==> src/hw/rtl/kwsl_pkg.sv <==
// Package for the keyword search unit with line and page tracking.
// Holds the widths, register indexes, marker-line states and byte helpers.
// No dependencies.
package kwsl_pkg;

	// Sizes of the search window and the counters.
	localparam int MAX_KEY   = 8;
	localparam int LINE_BITS = 24;
	localparam int PAGE_BITS = 16;

	// Fixed field widths at the ports.
	localparam int BYTE_W     = 8;
	localparam int OFFSET_W   = 32;
	localparam int LINE_OUT_W = 24;
	localparam int PAGE_OUT_W = 16;
	localparam int KEY_TEXT_W = 64;
	localparam int KEY_LEN_W  = 4;
	localparam int CFG_IDX_W  = 1;
	localparam int CFG_DATA_W = 64;

	// Derived sizes.
	localparam int WIN_W     = BYTE_W * MAX_KEY;
	localparam int KEY_IDX_W = (MAX_KEY > 1) ? $clog2(MAX_KEY) : 1;
	localparam int NL_W      = $clog2(MAX_KEY + 1);
	localparam int SINCE_W   = 4;

	localparam logic [OFFSET_W-1:0]  POS_MAX      = '1;
	localparam logic [LINE_BITS-1:0] LINE_MAX     = '1;
	localparam logic [PAGE_BITS-1:0] PAGE_MAX     = '1;
	localparam logic [SINCE_W-1:0]   SINCE_MAX    = '1;
	localparam logic [31:0]          LINE_OUT_MAX = 32'((64'd1 << LINE_OUT_W) - 64'd1);
	localparam logic [31:0]          PAGE_OUT_MAX = 32'((64'd1 << PAGE_OUT_W) - 64'd1);

	localparam logic [BYTE_W-1:0] CHAR_NEWLINE = 8'd10;

	// Configuration register indexes.
	typedef enum logic [CFG_IDX_W-1:0] {
		CFG_KEY_TEXT   = 1'b0,
		CFG_KEY_LENGTH = 1'b1
	} cfg_idx_t;

	// Progress through a candidate page-marker line.
	typedef enum logic [3:0] {
		PH_LEAD   = 4'b0001,
		PH_DIGITS = 4'b0010,
		PH_TRAIL  = 4'b0100,
		PH_FAIL   = 4'b1000
	} marker_phase_t;

	// One reported match.
	typedef struct packed {
		logic [OFFSET_W-1:0]   offset;
		logic [LINE_OUT_W-1:0] line;
		logic [PAGE_OUT_W-1:0] page;
	} match_t;

	// ASCII lowercasing of A-Z only.
	function automatic logic [BYTE_W-1:0] lower_byte(input logic [BYTE_W-1:0] c);
		lower_byte = c;
		if (c >= 8'd65 && c <= 8'd90) begin
			lower_byte = c + 8'd32;
		end
	endfunction

	// Whitespace is tab through carriage return, and the space.
	function automatic logic is_space(input logic [BYTE_W-1:0] c);
		is_space = (c >= 8'd9 && c <= 8'd13) || (c == 8'd32);
	endfunction

	function automatic logic is_digit(input logic [BYTE_W-1:0] c);
		is_digit = (c >= 8'd48 && c <= 8'd57);
	endfunction

endpackage

==> src/hw/rtl/keyword_search_with_line_page_unit.sv <==
// Top level of the keyword search unit: window compare, line and page tracking,
// and a two-entry result buffer (output register plus skid register).
// Depends on kwsl_pkg.
//
//   Channel  Direction  Handshake              Payload
//   in       in         in_valid / in_stall    text_byte, first_of_file
//   out      out        out_valid / out_stall  match_offset, match_line, match_page
//   cfg      in         cfg_valid / cfg_ready  cfg_index, cfg_data
//
// One byte is taken per cycle while in_stall is low; its result, if any, shows on
// the output register in the next cycle unless the output register is still held
// by a stalled result. The window compare, counters and marker tracking all update
// in the cycle the byte is accepted. A match taken while the output is stalled goes
// to the skid register, and in_stall stays high while the skid register is full.
// Reset restores the key registers and all position state; cfg_ready is always high.
module keyword_search_with_line_page_unit (
	input  logic                                 clk,
	input  logic                                 arst_n,
	input  logic                                 in_valid,
	output logic                                 in_stall,
	input  logic [kwsl_pkg::BYTE_W-1:0]          text_byte,
	input  logic                                 first_of_file,
	output logic                                 out_valid,
	input  logic                                 out_stall,
	output logic [kwsl_pkg::OFFSET_W-1:0]        match_offset,
	output logic [kwsl_pkg::LINE_OUT_W-1:0]      match_line,
	output logic [kwsl_pkg::PAGE_OUT_W-1:0]      match_page,
	input  logic                                 cfg_valid,
	output logic                                 cfg_ready,
	input  logic [kwsl_pkg::CFG_IDX_W-1:0]       cfg_index,
	input  logic [kwsl_pkg::CFG_DATA_W-1:0]      cfg_data
);
	import kwsl_pkg::*;

	// Configuration registers.
	logic [KEY_TEXT_W-1:0] key_text_q;
	logic [KEY_LEN_W-1:0]  key_length_q;

	// Position state.
	logic [WIN_W-1:0]     recent_q;
	logic [SINCE_W-1:0]   since_q;
	logic [LINE_BITS-1:0] line_q;
	logic [PAGE_BITS-1:0] page_q;
	marker_phase_t        phase_q;
	logic [PAGE_BITS-1:0] mval_q;
	logic [OFFSET_W-1:0]  pos_q;
	logic [PAGE_BITS-1:0] trail_q [MAX_KEY];

	// Result buffer.
	logic   res_valid_q;
	match_t res_q;
	logic   skid_valid_q;
	match_t skid_q;

	// Combinational next state.
	logic [WIN_W-1:0]     recent_b, recent_n;
	logic [SINCE_W-1:0]   since_b, since_inc, since_n;
	logic [LINE_BITS-1:0] line_b, line_n;
	logic [PAGE_BITS-1:0] page_b, page_n;
	marker_phase_t        phase_b, phase_n;
	logic [PAGE_BITS-1:0] mval_b, mval_n;
	logic [OFFSET_W-1:0]  pos_b, pos_n;
	logic [PAGE_BITS-1:0] trail_b [MAX_KEY];
	logic [PAGE_BITS-1:0] trail_n [MAX_KEY];
	logic [BYTE_W-1:0]    key_lc [MAX_KEY];
	logic [MAX_KEY-1:0]   len_match;
	logic [KEY_LEN_W-1:0] len_eff;
	logic [KEY_IDX_W-1:0] len_idx;
	logic [NL_W-1:0]      nl_cnt;
	logic [PAGE_BITS+3:0] mval_x10;
	logic [LINE_BITS-1:0] line_hit;
	logic [31:0]          line_wide, page_wide;
	logic                 hit;
	match_t               res_new;
	logic                 in_xfer, out_xfer, res_push;

	assign cfg_ready = 1'b1;
	assign in_stall  = skid_valid_q;
	assign in_xfer   = in_valid && !in_stall;
	assign out_valid = res_valid_q;
	assign out_xfer  = res_valid_q && !out_stall;
	assign res_push  = in_xfer && hit;

	assign match_offset = res_q.offset;
	assign match_line   = res_q.line;
	assign match_page   = res_q.page;

	// Start of a new text resets all position state before the byte is taken.
	always_comb begin
		if (first_of_file) begin
			recent_b = '0;
			since_b  = '0;
			line_b   = LINE_BITS'(1);
			page_b   = PAGE_BITS'(1);
			phase_b  = PH_LEAD;
			mval_b   = '0;
			pos_b    = '0;
			for (int k = 0; k < MAX_KEY; k++) begin
				trail_b[k] = PAGE_BITS'(1);
			end
		end else begin
			recent_b = recent_q;
			since_b  = since_q;
			line_b   = line_q;
			page_b   = page_q;
			phase_b  = phase_q;
			mval_b   = mval_q;
			pos_b    = pos_q;
			for (int k = 0; k < MAX_KEY; k++) begin
				trail_b[k] = trail_q[k];
			end
		end
	end

	// Window shift and page trail shift.
	always_comb begin
		recent_n   = {recent_b[WIN_W-BYTE_W-1+BYTE_W-BYTE_W:0], lower_byte(text_byte)};
		trail_n[0] = page_b;
		for (int k = 1; k < MAX_KEY; k++) begin
			trail_n[k] = trail_b[k-1];
		end
		since_inc = (since_b == SINCE_MAX) ? since_b : since_b + SINCE_W'(1);
	end

	// Keyword compare for every possible length, then select the one in use.
	always_comb begin
		for (int i = 0; i < MAX_KEY; i++) begin
			key_lc[i] = lower_byte(key_text_q[BYTE_W*i +: BYTE_W]);
		end
		for (int j = 0; j < MAX_KEY; j++) begin
			len_match[j] = 1'b1;
			for (int i = 0; i <= j; i++) begin
				if (key_lc[i] != recent_n[BYTE_W*(j-i) +: BYTE_W]) begin
					len_match[j] = 1'b0;
				end
			end
		end
		len_eff = (key_length_q > KEY_LEN_W'(MAX_KEY)) ? KEY_LEN_W'(MAX_KEY) : key_length_q;
		len_idx = KEY_IDX_W'(len_eff - KEY_LEN_W'(1));
		hit = (len_eff != '0) && (since_inc >= SINCE_W'(len_eff)) && len_match[len_idx];
		// Newlines inside the keyword, before its last byte, move the line back.
		nl_cnt = '0;
		for (int i = 0; i < MAX_KEY; i++) begin
			if ((i + 1) < int'(len_eff) && key_lc[i] == CHAR_NEWLINE) begin
				nl_cnt = nl_cnt + NL_W'(1);
			end
		end
	end

	// Result fields, clamped to the port widths.
	always_comb begin
		res_new.offset = (pos_b == POS_MAX) ? POS_MAX
		                 : pos_b - OFFSET_W'(len_eff - KEY_LEN_W'(1));
		line_hit = (line_b == LINE_MAX) ? LINE_MAX : line_b - LINE_BITS'(nl_cnt);
		line_wide = 32'(line_hit);
		page_wide = 32'(trail_n[len_idx]);
		res_new.line = (line_wide > LINE_OUT_MAX) ? '1 : line_wide[LINE_OUT_W-1:0];
		res_new.page = (page_wide > PAGE_OUT_MAX) ? '1 : page_wide[PAGE_OUT_W-1:0];
		since_n = hit ? '0 : since_inc;
	end

	// Line counting and page-marker recognition on the raw byte.
	always_comb begin
		phase_n  = phase_b;
		mval_n   = mval_b;
		page_n   = page_b;
		line_n   = line_b;
		mval_x10 = {mval_b, 3'b000} + {2'b00, mval_b, 1'b0}
		           + (PAGE_BITS+4)'(text_byte[3:0]);
		if (text_byte == CHAR_NEWLINE) begin
			if (phase_b == PH_DIGITS || phase_b == PH_TRAIL) begin
				page_n = mval_b;
			end
			phase_n = PH_LEAD;
			mval_n  = '0;
			if (line_b != LINE_MAX) begin
				line_n = line_b + LINE_BITS'(1);
			end
		end else if (is_space(text_byte)) begin
			if (phase_b == PH_DIGITS) begin
				phase_n = PH_TRAIL;
			end
		end else if (is_digit(text_byte)) begin
			unique case (phase_b)
				PH_LEAD: begin
					phase_n = PH_DIGITS;
					mval_n  = PAGE_BITS'(text_byte[3:0]);
				end
				PH_DIGITS: begin
					mval_n = (mval_x10 > (PAGE_BITS+4)'(PAGE_MAX)) ? PAGE_MAX
					         : mval_x10[PAGE_BITS-1:0];
				end
				default: begin
					phase_n = PH_FAIL;
				end
			endcase
		end else begin
			phase_n = PH_FAIL;
		end
		pos_n = (pos_b == POS_MAX) ? pos_b : pos_b + OFFSET_W'(1);
	end

	// Configuration register writes.
	always_ff @(posedge clk or negedge arst_n) begin
		if (!arst_n) begin
			key_text_q   <= '0;
			key_length_q <= KEY_LEN_W'(1);
		end else if (cfg_valid && cfg_ready) begin
			unique case (cfg_idx_t'(cfg_index))
				CFG_KEY_TEXT:   key_text_q   <= cfg_data[KEY_TEXT_W-1:0];
				CFG_KEY_LENGTH: key_length_q <= cfg_data[KEY_LEN_W-1:0];
				default: ;
			endcase
		end
	end

	// Position state advances on every input transfer.
	always_ff @(posedge clk or negedge arst_n) begin
		if (!arst_n) begin
			recent_q <= '0;
			since_q  <= '0;
			line_q   <= LINE_BITS'(1);
			page_q   <= PAGE_BITS'(1);
			phase_q  <= PH_LEAD;
			mval_q   <= '0;
			pos_q    <= '0;
			for (int k = 0; k < MAX_KEY; k++) begin
				trail_q[k] <= PAGE_BITS'(1);
			end
		end else if (in_xfer) begin
			recent_q <= recent_n;
			since_q  <= since_n;
			line_q   <= line_n;
			page_q   <= page_n;
			phase_q  <= phase_n;
			mval_q   <= mval_n;
			pos_q    <= pos_n;
			for (int k = 0; k < MAX_KEY; k++) begin
				trail_q[k] <= trail_n[k];
			end
		end
	end

	// Output register with a skid register behind it.
	always_ff @(posedge clk or negedge arst_n) begin
		if (!arst_n) begin
			res_valid_q  <= 1'b0;
			skid_valid_q <= 1'b0;
		end else if (!res_valid_q || out_xfer) begin
			res_valid_q  <= skid_valid_q || res_push;
			skid_valid_q <= 1'b0;
		end else if (res_push) begin
			skid_valid_q <= 1'b1;
		end
	end

	always_ff @(posedge clk) begin
		if (!res_valid_q || out_xfer) begin
			res_q <= skid_valid_q ? skid_q : res_new;
		end else if (res_push) begin
			skid_q <= res_new;
		end
	end

endmodule
==> config.mk <==
export PLATFORM = sky130hd
export DESIGN_NAME = keyword_search_with_line_page_unit
export DESIGN_NICKNAME = d
export VERILOG_FILES = /design/src/hw/rtl/kwsl_pkg.sv /design/src/hw/rtl/keyword_search_with_line_page_unit.sv
export SDC_FILE = /design/constraint.sdc
export NUM_CORES = 1
export LEC_CHECK = 0
export BUFFER_PORTS_ARGS = -buffer_cell sky130_fd_sc_hd__buf_2
export CORE_ASPECT_RATIO = 1.25
export CORE_UTILIZATION = 57
export DETAILED_ROUTE_END_ITERATION = 7
export PLACE_DENSITY_LB_ADDON = 0.05
export SYNTH_ARGS = -nofsm -noshare
export SYNTH_HDL_FRONTEND = slang
export SYNTH_SLANG_ARGS = --single-unit
==> constraint.sdc <==
create_clock -name clk -period 7.4 [get_ports clk]
set_input_delay 1.11 -clock clk [delete_from_list [all_inputs] [get_ports clk]]
set_output_delay 1.11 -clock clk [all_outputs]
set_load 0.02 [all_outputs]
==> qor.csv <==
metric,value,unit
status,completed,
io pins,154,
Pre-antenna DRT Iters,6,
mapped cell area,30800,um^2
vias in the first global route,27022,
syn_nets,3575,
via count,27619,
period utilisation layout,94.8,%
worst hold slack,0.476,ns
CP Launch Type,register,
max-cap viol count,0,
synth top area cells,"dfrtp_1 (26%), edfxtp_1 (14%), nand2_1 (6.9%)",
HP Class,input port to async pin,
Worst Setup End Kind,register,
worst skew pair latency,0.62,ns
Crit path depth,29,
"EDFF count, synth",144,
Net Sw Frac,33.8,%
register area share after synthesis,41.2,%
"Top FF cell, synth",dfrtp_1,
reg2reg start,key_text_q[8],
static leakage,13.9,nW
Crit path largest cell delay,0.46,ns
CP max FO,8,
internal power,5.14,mW
sequential fraction of design power,39.8,%
die height,262,um
part of the power in combinational logic,25.8,%
critical path class,register to register,
maximum vdd drop,186,uV
NumNets Final,3610,
Die W,210,um
largest net degree at the start of global routing,149,
"CP delay by family, top",compound AO/OA/AOI/OAI gates,
post-route design area,34000,um^2
vias per inst,6.59,
WL/cell,26.3,um
Remaining DRCs,0,
I/O Buffers,152,
"Max stage delay cell, worst path",o32a_1,
Crit path required time,7.77,ns
Mapped Cells,3396,
initial antenna violation count,1,
Synth top area share,26.2,%
"FFs w/ async S/R, synth",69.9,%
CTS max path bufs,3,
Num CTS Buffers,48,
Rel. slew slack,18.8,%
share of layout cells above drive strength 1,14.3,%
Post-Route WL,110000,um
"Arr. time, crit path",7.38,ns
row count,94,
DRT iter0 DRCs,2722,
Tightest Pin Transition,1.19,ns
total gr overflow,0,
crit path launch,key_text_q[8],
Synthesis Warnings,0,
Non-Filler Instances,4192,
Syn Area/Cell,9.07,um^2
fin crit period,7.02,ns
power density over the cells,228,nW/um^2
Final Slew Violations,0,
Clk network pwr share,34.4,%
Worst-path clk slew,0.07,ns
placed cells,4099,
Final Hold Viols,0,
H-Tree Depth,2,
"antenna viol nets, final",0,
die area,55000,um^2
synthesis-to-layout area growth,10.5,%
Final Util,64.2,%
"most used cell, CP",ha_1,
P_sw,2.62,mW
achievable frequency,143,MHz
Yosys reg bits,478,
post-synth cell types,95,
first-pass GRT wire length,166000,um
Initial Util,58.1,%
final setup fails,0,
clock sink count,478,
Detail Placement HPWL,79000,um
RD Place Congestion,1.05,
Global Route Usage Sum,40.2,%
worst reg2reg path depth,29,
largest area contributor in the netlist,dfrtp_1,
CTS Root Buffer Type,clkbuf_16,
Post-DP Area,32200,um^2
CP bufs+invs,2,
core area,53000,um^2
Worst Clk Skew,0.0191,ns
CTS tree,built,
what timing repair did:
item                                    4_1_cts  5_1_grt
pin swaps                                     0        2
hold buffers                                  0        0
endpoints found under the setup margin        5       15
hold endpoints to repair                      0        0
buffers inserted                              0        1
gates resized for setup                       4       16
sequential cells by signal, indices dropped and copies added (netlist names), 16 cells and up:
register      cells
key_text_q       64
line_q           24
match_line       24
match_offset     32
match_page       16
mval_q           16
page_q           16
pos_q            32
recent_q         56
skid_q           72
trail_q         112
kinds of logic (layout without fill, tap and decap cells):
group | Yosys count | after routing | share of synthesized area (%)
simple gates | 1262 | 1262 | 19.6
compound gates | 808 | 808 | 17.3
flops | 478 | 478 | 41.2
buf+inv | 359 | 434 | 4.51
xor+xnor | 253 | 253 | 7.20
mux | 135 | 135 | 6.01
fa+ha+maj | 100 | 100 | 4.16
other cells | 1 | 2 | 0.0122
power groups by stage:
stage	clock [mW]	sequential, mW	combinational [mW]
final	2.67	3.09	2.00
after floorplan	0	3.12	1.21
after detailed placement	0	3.13	1.93
after global routing	2.77	3.10	2.12
after CTS	2.68	3.08	1.94
after global placement	0	3.12	1.89
synthesized netlist by cell type, types with 10 or more instances:
cell / count
a2111oi_0: 14
a211oi_1: 11
a21o_1: 28
a21oi_1: 113
a221o_1: 13
a221oi_1: 12
a22o_1: 17
a22oi_1: 14
a31oi_1: 53
and3_1: 23
buf_1: 45
buf_2: 16
clkbuf_1: 187
dfrtp_1: 323
dfstp_2: 11
edfxtp_1: 144
ha_1: 96
inv_1: 99
mux2_2: 78
mux2i_1: 25
mux4_2: 32
nand2_1: 562
nand2b_1: 37
nand3_1: 76
nand4_1: 36
nor2_1: 204
nor2b_1: 85
nor3_1: 70
nor4_1: 33
nor4b_1: 14
nor4bb_1: 23
o2111ai_1: 15
o211ai_1: 27
o21a_1: 11
o21ai_0: 270
o221ai_1: 10
o22ai_1: 43
o31ai_1: 51
o32ai_1: 22
or2_2: 11
or3_1: 21
or4_1: 15
xnor2_1: 146
xor2_1: 107
placed cells by master, fill, tap and decap left out, types with 75 or more instances in the layout:
cell        n
buf_2     151
o21ai_0   268
xor2_1    107
nor2_1    204
edfxtp_1  144
ha_1       96
a21oi_1   109
buf_4      82
xnor2_1   146
mux2_2     78
nand3_1    75
dfrtp_1   323
nor2b_1    82
inv_1      97
nand2_1   560
worst register-to-register path: cells and delay by family, from the launching register on:
family / cells / cell delay (ns)
adders and majority gates: 5 / 1.35
buffers and inverters: 2 / 0.19
DFF: 1 / 0.37
AOI/OAI and AO/OA: 12 / 2.41
muxes: 1 / 0.28
xor gates and xnor gates: 3 / 0.61
and+or+nand+nor: 6 / 1.54
layer usage:
metal  share of wire [%]  track usage [%]  vias to the layer above
li1                    -                -                    12323
met1                  38             48.3                    13533
met2                  47             66.9                     1354
met3                 7.5             6.52                      407
met4                 7.7             26.9                        2
met5               0.011                0                        -
final timing paths:
check	endpoint	slack [ns]
min in group clk	recent_q[5]	0.48
worst max-delay path	match_line[21]	0.38
worst min register to register	recent_q[5]	0.48
worst min-delay path	mval_q[12]	0.48
worst max register to register	match_line[21]	0.38
max in group asynchronous	pos_q[13]	5.40
stage by stage:
stage | TNS [ns] | worst slack (ns) | power (mW)
3_5_place_dp | -0.544 | -0.189 | 5.06
4_1_cts | 0 | 0.0197 | 7.70
5_1_grt | -0.0229 | -0.0158 | 8.00
2_1_floorplan | 0 | 0.0372 | 4.33
3_3_place_gp | 0 | 0.0800 | 5.02
6_report | 0 | 0.384 | 7.76
final cells by class:
cell class              count  area (um^2)
clock buffers              70         1440
clock inverters            20          285
fillers                  4261        19000
flip-flops and latches    478        12700
repair buffers            238         1460
diodes                      1         2.50
inverters                 106          400
multi-input cells        2559        16800
well taps                 720          901
(Power assumes the default switching activity.)
